$ cat config.mk
export PLATFORM = sky130hd
export DESIGN_NAME = js_text_minifier_core_flat
export DESIGN_NICKNAME = d
export VERILOG_FILES = /design/src/jsm_pkg.sv /design/src/jsm_if.sv /design/src/js_text_minifier_core.sv /design/src/jsm_front.sv /design/src/jsm_queue.sv /design/src/jsm_back.sv /design/src/flat_wrapper.sv
export SDC_FILE = /design/constraint.sdc
export NUM_CORES = 1
export LEC_CHECK = 0
export BUFFER_PORTS_ARGS = -buffer_cell sky130_fd_sc_hd__buf_2
export CAP_MARGIN = 20
export CORE_ASPECT_RATIO = 0.7
export CORE_UTILIZATION = 40
export DETAILED_ROUTE_END_ITERATION = 10
export GPL_TIMING_DRIVEN = 0
export PLACE_DENSITY_LB_ADDON = 0.2
export SLEW_MARGIN = 30
export SYNTH_ARGS = -nofsm -noshare
export SYNTH_HDL_FRONTEND = slang
export SYNTH_HIERARCHICAL = 1
export SYNTH_SLANG_ARGS = --single-unit
$ cat constraint.sdc
create_clock -name clk -period 6.82 [get_ports clk]
set_input_delay 2.046 -clock clk [delete_from_list [all_inputs] [get_ports clk]]
set_output_delay 2.046 -clock clk [all_outputs]
set_load 0.05 [all_outputs]
$ cat src/jsm_pkg.sv
`timescale 1ns / 1ps
package jsm_pkg;

	// scan modes of the lexer
	typedef enum logic [2:0] {
		MODE_NORMAL = 3'd0,
		MODE_SQUOTE = 3'd1,
		MODE_DQUOTE = 3'd2,
		MODE_REGEX  = 3'd3,
		MODE_RCLASS = 3'd4,
		MODE_LINE   = 3'd5,
		MODE_BLOCK  = 3'd6,
		MODE_FLAGS  = 3'd7
	} mode_t;

	localparam int unsigned MaxWords = 5;
	localparam int unsigned CntW = 3;

	// character codes
	localparam logic [7:0] CH_NUL    = 8'h00;
	localparam logic [7:0] CH_TAB    = 8'h09;
	localparam logic [7:0] CH_LF     = 8'h0A;
	localparam logic [7:0] CH_CR     = 8'h0D;
	localparam logic [7:0] CH_SPACE  = 8'h20;
	localparam logic [7:0] CH_BANG   = 8'h21;
	localparam logic [7:0] CH_DQUOTE = 8'h22;
	localparam logic [7:0] CH_DOLLAR = 8'h24;
	localparam logic [7:0] CH_PCT    = 8'h25;
	localparam logic [7:0] CH_AMP    = 8'h26;
	localparam logic [7:0] CH_SQUOTE = 8'h27;
	localparam logic [7:0] CH_LPAREN = 8'h28;
	localparam logic [7:0] CH_STAR   = 8'h2A;
	localparam logic [7:0] CH_PLUS   = 8'h2B;
	localparam logic [7:0] CH_COMMA  = 8'h2C;
	localparam logic [7:0] CH_MINUS  = 8'h2D;
	localparam logic [7:0] CH_SLASH  = 8'h2F;
	localparam logic [7:0] CH_COLON  = 8'h3A;
	localparam logic [7:0] CH_SEMI   = 8'h3B;
	localparam logic [7:0] CH_LT     = 8'h3C;
	localparam logic [7:0] CH_EQ     = 8'h3D;
	localparam logic [7:0] CH_GT     = 8'h3E;
	localparam logic [7:0] CH_QUEST  = 8'h3F;
	localparam logic [7:0] CH_LBRACK = 8'h5B;
	localparam logic [7:0] CH_BSLASH = 8'h5C;
	localparam logic [7:0] CH_RBRACK = 8'h5D;
	localparam logic [7:0] CH_CARET  = 8'h5E;
	localparam logic [7:0] CH_UNDER  = 8'h5F;
	localparam logic [7:0] CH_LBRACE = 8'h7B;
	localparam logic [7:0] CH_PIPE   = 8'h7C;
	localparam logic [7:0] CH_TILDE  = 8'h7E;

	// lexer state
	typedef struct packed {
		mode_t       mode;
		logic        esc;
		logic        sp;
		logic [7:0]  prev;
		logic [7:0]  lastem;
		logic        slash;
		logic        star;
	} lex_state_t;

	// words produced by one source byte
	typedef struct packed {
		logic [MaxWords-1:0][7:0] bytes;
		logic [CntW-1:0]          n;
		logic                     bare;
		logic                     eot;
	} bundle_t;

	// working set while one byte is scanned
	typedef struct packed {
		lex_state_t               st;
		logic [MaxWords-1:0][7:0] bytes;
		logic [CntW-1:0]          n;
	} work_t;

	localparam lex_state_t LexReset = '{
		mode: MODE_NORMAL, esc: 1'b0, sp: 1'b0, prev: CH_NUL,
		lastem: CH_NUL, slash: 1'b0, star: 1'b0
	};

	function automatic logic is_alpha(logic [7:0] c);
		return (c >= 8'h61 && c <= 8'h7A) || (c >= 8'h41 && c <= 8'h5A);
	endfunction

	function automatic logic is_ident(logic [7:0] c);
		return is_alpha(c) || (c >= 8'h30 && c <= 8'h39) || c == CH_UNDER || c == CH_DOLLAR;
	endfunction

	function automatic logic is_space(logic [7:0] c);
		return c == CH_SPACE || (c >= CH_TAB && c <= CH_CR);
	endfunction

	function automatic logic opens_regex(logic [7:0] c);
		logic r;
		case (c)
			CH_NUL, CH_LPAREN, CH_LBRACK, CH_LBRACE, CH_COLON, CH_SEMI, CH_COMMA,
			CH_EQ, CH_BANG, CH_QUEST, CH_AMP, CH_PIPE, CH_PLUS, CH_MINUS,
			CH_STAR, CH_PCT, CH_CARET, CH_TILDE, CH_LT, CH_GT: r = 1'b1;
			default: r = 1'b0;
		endcase
		return r;
	endfunction

	// append one byte, up to the word limit
	function automatic work_t put(work_t w, logic [7:0] b);
		work_t r;
		r = w;
		if (w.n < CntW'(MaxWords)) begin
			r.bytes[w.n] = b;
			r.n = w.n + CntW'(1);
			r.st.lastem = b;
		end
		return r;
	endfunction

	// emit the pending space only where the tokens would otherwise merge
	function automatic work_t space_flush(work_t w, logic [7:0] nx);
		work_t r;
		logic [7:0] p;
		r = w;
		p = w.st.lastem;
		if (w.st.sp) begin
			if ((is_ident(p) && is_ident(nx)) || (p == CH_PLUS && nx == CH_PLUS) ||
			    (p == CH_MINUS && nx == CH_MINUS) || (p == CH_SLASH && nx == CH_SLASH) ||
			    (p == CH_SLASH && nx == CH_STAR)) begin
				r = put(r, CH_SPACE);
			end
			r.st.sp = 1'b0;
		end
		return r;
	endfunction

	function automatic work_t normal_char(work_t w, logic [7:0] c);
		work_t r;
		r = space_flush(w, c);
		if (c == CH_SQUOTE) begin
			r.st.mode = MODE_SQUOTE;
			r.st.esc = 1'b0;
			r = put(r, c);
		end else if (c == CH_DQUOTE) begin
			r.st.mode = MODE_DQUOTE;
			r.st.esc = 1'b0;
			r = put(r, c);
		end else if (c == CH_SLASH && opens_regex(r.st.prev)) begin
			r.st.mode = MODE_REGEX;
			r.st.esc = 1'b0;
			r = put(r, c);
		end else begin
			r = put(r, c);
			r.st.prev = c;
		end
		return r;
	endfunction

	// one byte in the current scan mode
	function automatic work_t process_byte(work_t w, logic [7:0] c);
		work_t r;
		logic  done;
		r = w;
		done = 1'b1;
		case (w.st.mode)
			MODE_LINE: begin
				if (c == CH_LF || c == CH_CR) begin
					r.st.mode = MODE_NORMAL;
					r.st.sp = 1'b1;
				end
			end
			MODE_BLOCK: begin
				if (w.st.star && c == CH_SLASH) begin
					r.st.mode = MODE_NORMAL;
					r.st.sp = 1'b1;
					r.st.star = 1'b0;
				end else begin
					r.st.star = (c == CH_STAR);
				end
			end
			MODE_SQUOTE, MODE_DQUOTE: begin
				r = put(r, c);
				if (w.st.esc) begin
					r.st.esc = 1'b0;
				end else if (c == CH_BSLASH) begin
					r.st.esc = 1'b1;
				end else if ((w.st.mode == MODE_SQUOTE && c == CH_SQUOTE) ||
				             (w.st.mode == MODE_DQUOTE && c == CH_DQUOTE)) begin
					r.st.mode = MODE_NORMAL;
					r.st.prev = c;
				end
			end
			MODE_REGEX, MODE_RCLASS: begin
				r = put(r, c);
				if (w.st.esc) begin
					r.st.esc = 1'b0;
				end else if (c == CH_BSLASH) begin
					r.st.esc = 1'b1;
				end else if (w.st.mode == MODE_REGEX && c == CH_LBRACK) begin
					r.st.mode = MODE_RCLASS;
				end else if (w.st.mode == MODE_RCLASS && c == CH_RBRACK) begin
					r.st.mode = MODE_REGEX;
				end else if (w.st.mode == MODE_REGEX && c == CH_SLASH) begin
					r.st.mode = MODE_FLAGS;
					r.st.prev = CH_SLASH;
				end
			end
			MODE_FLAGS: begin
				if (is_alpha(c)) begin
					r = put(r, c);
				end else begin
					r.st.mode = MODE_NORMAL;
					done = 1'b0;
				end
			end
			default: begin
				r.st.mode = MODE_NORMAL;
				done = 1'b0;
			end
		endcase
		if (!done) begin
			if (is_space(c)) begin
				r.st.sp = 1'b1;
			end else if (c == CH_SLASH) begin
				r.st.slash = 1'b1;
			end else begin
				r = normal_char(r, c);
			end
		end
		return r;
	endfunction

endpackage

$ cat src/jsm_if.sv
`timescale 1ns / 1ps
// source text channel
interface jsm_in_if;
	logic       valid;
	logic       ready;
	logic [7:0] in_byte;
	logic       in_last;

	modport source (output valid, output in_byte, output in_last, input ready);
	modport sink (input valid, input in_byte, input in_last, output ready);
endinterface

// minified text channel
interface jsm_out_if;
	logic       valid;
	logic       ready;
	logic [7:0] out_byte;
	logic       has_byte;
	logic       end_of_text;

	modport source (output valid, output out_byte, output has_byte, output end_of_text,
		input ready);
	modport sink (input valid, input out_byte, input has_byte, input end_of_text,
		output ready);
endinterface

$ cat src/js_text_minifier_core.sv
`timescale 1ns / 1ps
// JavaScript minifier: takes source text one byte per word and returns it with line and block
// comments removed and whitespace collapsed, keeping strings and regex literals intact. A byte is
// taken every cycle as long as the two-entry bundle queue has room; one byte yields up to three
// output words, which leave through the output register at one word per cycle while the receiver is
// ready; once the queue is full, the input waits until the queue head has been sent. The words
// of a byte pass through a queue entry, then the output register. The final word of a text carries
// end_of_text; if the last byte makes no output, a bare word with has_byte low is sent instead.
// After the last byte the lexer is back in its reset state for the next text.
module js_text_minifier_core (
	input  logic      clk,
	input  logic      arst_n,
	jsm_in_if.sink    source_text,
	jsm_out_if.source minified
);

	logic             push;
	logic             push_ready;
	jsm_pkg::bundle_t push_data;
	logic             pop;
	logic             head_valid;
	jsm_pkg::bundle_t head_data;

	jsm_front u_front (
		.clk         (clk),
		.arst_n      (arst_n),
		.source_text (source_text),
		.q_ready     (push_ready),
		.q_push      (push),
		.q_data      (push_data)
	);

	jsm_queue u_queue (
		.clk        (clk),
		.arst_n     (arst_n),
		.push       (push),
		.push_data  (push_data),
		.push_ready (push_ready),
		.pop        (pop),
		.head_valid (head_valid),
		.head_data  (head_data)
	);

	jsm_back u_back (
		.clk        (clk),
		.arst_n     (arst_n),
		.head_valid (head_valid),
		.head_data  (head_data),
		.pop        (pop),
		.minified   (minified)
	);

endmodule

$ cat src/jsm_front.sv
`timescale 1ns / 1ps
// front end: takes one source byte per cycle while the queue has room, runs the lexer, queues its words
module jsm_front (
	input  logic             clk,
	input  logic             arst_n,
	jsm_in_if.sink           source_text,
	input  logic             q_ready,
	output logic             q_push,
	output jsm_pkg::bundle_t q_data
);

	jsm_pkg::lex_state_t st_q;
	jsm_pkg::lex_state_t st_next;
	jsm_pkg::work_t      w;
	logic                take;

	assign source_text.ready = q_ready;
	assign take = source_text.valid && q_ready;

	// lexer step for the byte on the input
	always_comb begin
		w.st = st_q;
		w.bytes = '0;
		w.n = '0;
		if (st_q.slash && st_q.mode == jsm_pkg::MODE_NORMAL) begin
			w.st.slash = 1'b0;
			if (source_text.in_byte == jsm_pkg::CH_SLASH) begin
				w.st.mode = jsm_pkg::MODE_LINE;
			end else if (source_text.in_byte == jsm_pkg::CH_STAR) begin
				w.st.mode = jsm_pkg::MODE_BLOCK;
				w.st.star = 1'b0;
			end else begin
				w = jsm_pkg::normal_char(w, jsm_pkg::CH_SLASH);
				w = jsm_pkg::process_byte(w, source_text.in_byte);
			end
		end else begin
			w.st.slash = 1'b0;
			w = jsm_pkg::process_byte(w, source_text.in_byte);
		end
		// end of text releases a held slash
		if (source_text.in_last && w.st.slash) begin
			w.st.slash = 1'b0;
			w = jsm_pkg::normal_char(w, jsm_pkg::CH_SLASH);
		end
	end

	// words for the queue
	always_comb begin
		q_data.bytes = w.bytes;
		q_data.eot = source_text.in_last;
		q_data.bare = source_text.in_last && (w.n == '0);
		q_data.n = q_data.bare ? jsm_pkg::CntW'(1) : w.n;
		q_push = take && (source_text.in_last || (w.n != '0));
		st_next = source_text.in_last ? jsm_pkg::LexReset : w.st;
	end

	// lexer state register
	always_ff @(posedge clk or negedge arst_n) begin
		if (!arst_n) begin
			st_q <= jsm_pkg::LexReset;
		end else if (take) begin
			st_q <= st_next;
		end
	end

endmodule

$ cat src/jsm_queue.sv
`timescale 1ns / 1ps
// two-entry queue of word bundles between front and back
module jsm_queue (
	input  logic             clk,
	input  logic             arst_n,
	input  logic             push,
	input  jsm_pkg::bundle_t push_data,
	output logic             push_ready,
	input  logic             pop,
	output logic             head_valid,
	output jsm_pkg::bundle_t head_data
);

	jsm_pkg::bundle_t ent_q [2];
	logic             wr_ptr_q;
	logic             rd_ptr_q;
	logic [1:0]       fill_q;
	logic             do_push;
	logic             do_pop;

	assign push_ready = (fill_q != 2'd2);
	assign head_valid = (fill_q != 2'd0);
	assign head_data = ent_q[rd_ptr_q];
	assign do_push = push && push_ready;
	assign do_pop = pop && head_valid;

	// entry storage
	always_ff @(posedge clk) begin
		if (do_push) begin
			ent_q[wr_ptr_q] <= push_data;
		end
	end

	// pointers and fill level
	always_ff @(posedge clk or negedge arst_n) begin
		if (!arst_n) begin
			wr_ptr_q <= 1'b0;
			rd_ptr_q <= 1'b0;
			fill_q <= 2'd0;
		end else begin
			if (do_push) begin
				wr_ptr_q <= ~wr_ptr_q;
			end
			if (do_pop) begin
				rd_ptr_q <= ~rd_ptr_q;
			end
			if (do_push && !do_pop) begin
				fill_q <= fill_q + 2'd1;
			end else if (do_pop && !do_push) begin
				fill_q <= fill_q - 2'd1;
			end
		end
	end

endmodule

$ cat src/jsm_back.sv
`timescale 1ns / 1ps
// back end: sends each queued bundle's words one per cycle, while the receiver is ready, through an output register
module jsm_back (
	input  logic             clk,
	input  logic             arst_n,
	input  logic             head_valid,
	input  jsm_pkg::bundle_t head_data,
	output logic             pop,
	jsm_out_if.source        minified
);

	logic [jsm_pkg::CntW-1:0] idx_q;
	logic                     valid_q;
	logic [7:0]               byte_q;
	logic                     has_q;
	logic                     eot_q;
	logic                     load;
	logic                     at_end;

	assign load = head_valid && (!valid_q || minified.ready);
	assign at_end = (idx_q == head_data.n - jsm_pkg::CntW'(1));
	assign pop = load && at_end;

	assign minified.valid = valid_q;
	assign minified.out_byte = byte_q;
	assign minified.has_byte = has_q;
	assign minified.end_of_text = eot_q;

	// word index and output valid
	always_ff @(posedge clk or negedge arst_n) begin
		if (!arst_n) begin
			idx_q <= '0;
			valid_q <= 1'b0;
		end else begin
			if (load) begin
				idx_q <= at_end ? '0 : idx_q + jsm_pkg::CntW'(1);
			end
			if (load) begin
				valid_q <= 1'b1;
			end else if (minified.ready) begin
				valid_q <= 1'b0;
			end
		end
	end

	// output word
	always_ff @(posedge clk) begin
		if (load) begin
			byte_q <= head_data.bare ? jsm_pkg::CH_NUL : head_data.bytes[idx_q];
			has_q <= !head_data.bare;
			eot_q <= head_data.eot && at_end;
		end
	end

endmodule

$ cat src/flat_wrapper.sv
// flat-port wrapper written by rule: the top's interface ports become plain ports
module js_text_minifier_core_flat 
  (clk, arst_n, source_text_valid, source_text_in_byte, source_text_in_last, source_text_ready, minified_valid, minified_out_byte, minified_has_byte, minified_end_of_text, minified_ready);
  jsm_in_if source_text_i ();
  jsm_out_if minified_i ();
  input  logic clk;
  input  logic arst_n;
  input wire logic [$bits(source_text_i.valid)-1:0] source_text_valid;
  input wire logic [$bits(source_text_i.in_byte)-1:0] source_text_in_byte;
  input wire logic [$bits(source_text_i.in_last)-1:0] source_text_in_last;
  output wire logic [$bits(source_text_i.ready)-1:0] source_text_ready;
  output wire logic [$bits(minified_i.valid)-1:0] minified_valid;
  output wire logic [$bits(minified_i.out_byte)-1:0] minified_out_byte;
  output wire logic [$bits(minified_i.has_byte)-1:0] minified_has_byte;
  output wire logic [$bits(minified_i.end_of_text)-1:0] minified_end_of_text;
  input wire logic [$bits(minified_i.ready)-1:0] minified_ready;
  assign source_text_i.valid = source_text_valid;
  assign source_text_i.in_byte = source_text_in_byte;
  assign source_text_i.in_last = source_text_in_last;
  assign source_text_ready = source_text_i.ready;
  assign minified_valid = minified_i.valid;
  assign minified_out_byte = minified_i.out_byte;
  assign minified_has_byte = minified_i.has_byte;
  assign minified_end_of_text = minified_i.end_of_text;
  assign minified_i.ready = minified_ready;
  js_text_minifier_core u_core (.clk(clk), .arst_n(arst_n), .source_text(source_text_i), .minified(minified_i));
endmodule
==> impl_metrics.yaml <==
worst_setup_path:
  cp_max_fo: 7
  startpoint_type: "input pin"
  end_kind: "register"
  worstSetupPathType: "in2reg"
  cp.required_ns: 6.99
  cp.arrival_ns: 6.92
clock_tree:
  htreeDepth: 4
  insertion_delay_ns: 0.42
  cts.sinks: 131
  clkTransAtPathRegs_ns: 0.06
  root_buffer: "clkbuf_16"
  cts_tree: "done"
  cts_buffer_depth: 2
  cts_buffers: 17
global_routing:
  antenna_found_initial: 0
  grt_usage: 0.2557
  grt_overflow_total: 0
  grt_pass1_vias: 7067
  grt_max_degree: 46
  grt_pass1_wl_um: 43860
timing:
  finalHoldViolations: 0
  finalSetupTns_ns: 0
  drv_slew: 0
  setup_viol: 0
  holdWs_ns: 0.4978
  maxSlewHeadroom: 0.3194
  rsz0062_at_grt: "yes"
  tightest_slew_ns: 1.013
  fmaxAchievable_mhz: 148.1
  fin_crit_ns: 6.752
  finalCritPeriodShare: 0.9901
  fin_skew_ns: 0.01038
die:
  rows: 45
  die_h_um: 127.7
  fp.dieArea_um2: 23170
  initial_core_util: 0.4120
  dieWidth_um: 181.5
  core_um2: 21900
  io_pins: 25
power_and_ir_drop:
  pwr-share-clk: 0.242
  switchingPower_mw: 1.501
  power.density_nw_per_um2: 371.4
  p_int_mw: 2.510
  p_comb_frac: 0.452
  power.leakage_nw: 4.117
  seqPwrFrac: 0.306
  ir_worst_vdd_v: 0.0001865
  p_sw_frac: 0.3742
placement:
  placed_cell_area_um2: 9669
  dpl.hpwl_um: 21050
  gp_congestion: 0.9730
  portBuffers: 22
logic_synthesis:
  synth_ff_type: "edfxtp_1"
  synth.distinct_cells: 100
  syn_avg_cell_area_um2: 10.25
  synth-seq-area-share: 0.4187
  synth-seq-cells: 131
  synth_cells: 880
  ys.warnings.count: 6
  netlist_area_um2: 9024
  synthArstFlopShare: 0.2366
  synth_edf_count: 100
worst_hold_path:
  hp-class: "reg2reg"
final_layout:
  layout.nets: 986
  n_antenna_cell: 0
  design_area_um2: 10800
  area_growth_pct: 19.70
  drive_gt1_frac: 0.2569
routing:
  dr_wl_met3_um: 3482
  post_drt_wl_per_cell_um: 23.34
  vias: 7770
  routed.top_layer: "met4"
  detail_route.first_pass.iterations: 5
  wl_met1_um: 14070
  routed_via_density: 6.191
  wl_um: 29300
  route.met2.wl_um: 11430
  drc: 0
  ant_nets: 0
  drt_iter0_markers: 950
outcome:
  status: "finished clean"
flow_run:
  maxCapViolations: 0
## timing repair
action / in CTS / in global routing
gates resized for setup: 21 / 29
buffers inserted: 17 / 17
endpoints found under the setup margin: 119 / 98
endpoints found under the hold margin: 0 / 0
hold buffers: 0 / 0
pin swaps: 15 / 18
## cell usage after synthesis, types with 14 or more instances
master | count | area, um2
a22o_1 | 14 | 122.6
o21ai_0 | 46 | 230.2
nand3_1 | 24 | 120.1
nand2_1 | 82 | 307.8
and3_1 | 14 | 87.58
dfrtp_1 | 31 | 775.7
nor2_1 | 77 | 289.0
buf_2 | 18 | 90.09
edfxtp_1 | 100 | 3003
a31oi_1 | 16 | 100.1
clkbuf_1 | 29 | 108.9
a21oi_1 | 45 | 225.2
inv_1 | 25 | 93.84
mux2_4 | 39 | 585.6
nor3_1 | 25 | 125.1
## cell type report
cell class / count / area [um2]
buffer: 65 / 407.9
clock buffer: 20 / 436.7
clock inverter: 12 / 186.4
fill: 2005 / 11100
inverter: 28 / 107.6
multi-input combinational: 659 / 5084
sequential: 131 / 3779
tap: 282 / 352.8
timing repair buffer: 58 / 447.9
## flip-flops by register name, summed over array words and instances (netlist names)
| signal | count |
|---|---|
| u_core/u_queue/wr_ptr_q | 1 |
| u_core/u_queue/ent_q | 90 |
| u_core/u_front/st_q | 23 |
| u_core/u_back/minified.valid | 1 |
| u_core/u_back/minified.end_of_text | 1 |
| u_core/u_back/minified.has_byte | 1 |
| u_core/u_queue/rd_ptr_q | 1 |
| u_core/u_queue/fill_q | 2 |
| u_core/u_back/minified.out_byte | 8 |
| u_core/u_back/idx_q | 3 |
## worst max-delay path: stages
cell and delay [ns]:
buf_8 0.10, buf_6 0.12, a21o_4 0.22, a221oi_4 0.40
inv_4 0.12, nor2_4 0.14, nor3_1 0.08, buf_4 0.18
or3_1 0.34, o311ai_0 0.13, a21oi_1 0.15, a311oi_4 0.33
mux2_4 0.35, ha_4 0.21, o211ai_1 0.32, o31ai_4 0.18
ha_4 0.27, mux2_4 0.29, ha_4 0.29, o31ai_4 0.06
a311oi_2 0.29, a21oi_2 0.08, a31o_1 0.24
## power by group through the flow
stage	sequential, mW	clock, mW	combinational [mW]
6_report	1.23	0.973	1.81
2_1_floorplan	1.32	0	1.15
4_1_cts	1.22	0.989	1.73
5_1_grt	1.25	1.02	1.93
3_3_place_gp	1.23	0	1.65
3_5_place_dp	1.23	0	1.69
## stage by stage
step	setup WS, ns	utilization	cells	total power [mW]
floorplan	0.002689	-	887	2.469
global placement	-1.470	0.4388	1191	2.884
detailed placement	-1.185	0.4415	1193	2.924
CTS	0.001181	0.4804	1240	3.939
global route	-0.02859	0.4932	1255	4.193
finish	0.06761	0.4932	1255	4.011
## final timing paths
check	cells after the start	slack, ns	endpoint	startpoint
worst max-delay path	23	0.07	u_core/u_queue/ent_q[0][2]	source_text_in_byte[1]
worst min-delay path	1	0.50	u_core/u_queue/fill_q[1]	u_core/u_queue/fill_q[1]
worst max register to register	19	0.83	u_core/u_queue/ent_q[0][2]	u_core/u_front/st_q[16]
worst min register to register	1	0.50	u_core/u_queue/fill_q[1]	u_core/u_queue/fill_q[1]
max in group asynchronous	1	4.64	u_core/u_front/st_q[12]	arst_n
min in group asynchronous	1	1.68	u_core/u_front/st_q[20]	arst_n
## layout by cell type, fill, tap and decap left out, types with 6 or more instances in the layout
| master | count |
|---|---|
| buf_6 | 6 |
| a31o_1 | 7 |
| ha_1 | 7 |
| a21oi_1 | 44 |
| inv_1 | 25 |
| nand3b_1 | 7 |
| conb_1 | 8 |
| edfxtp_1 | 100 |
| or3_1 | 13 |
| mux2i_1 | 9 |
| a21o_1 | 8 |
| xnor2_1 | 6 |
| a221oi_1 | 7 |
| buf_2 | 35 |
| nand3_1 | 24 |
| buf_4 | 44 |
| clkbuf_16 | 17 |
| mux2_4 | 41 |
| nand2_1 | 81 |
| nor3_1 | 25 |
| o211ai_1 | 7 |
| and2_1 | 9 |
| and3_1 | 13 |
| o21ai_0 | 45 |
| dfrtp_1 | 31 |
| a211oi_1 | 8 |
| nor2_1 | 74 |
| ha_4 | 6 |
| nand2b_1 | 10 |
| mux4_2 | 7 |
| o31ai_1 | 7 |
| a22o_1 | 14 |
| clkbuf_1 | 29 |
| mux2_2 | 6 |
| a31oi_1 | 16 |
## logic make-up after synthesis
family | count (synthesis) | synth area share
flip-flops | 131 | 0.4187
XOR/XNOR | 13 | 0.01498
multiplexers | 68 | 0.1097
AO/OA/AOI/OAI | 236 | 0.1893
adder cells (fa/ha/maj) | 13 | 0.01803
buffers and inverters | 97 | 0.05754
other | 1 | 0.0004156
AND/OR/NAND/NOR | 321 | 0.1914
## layer usage
metal  vias up  global-route usage
met2       446              0.3321
met3        25             0.08352
met1      3787              0.3989
met5         -                   0
met4         0             0.05683
li1       3512                   -
No activity file was read; power rests on OpenSTA's default activity.
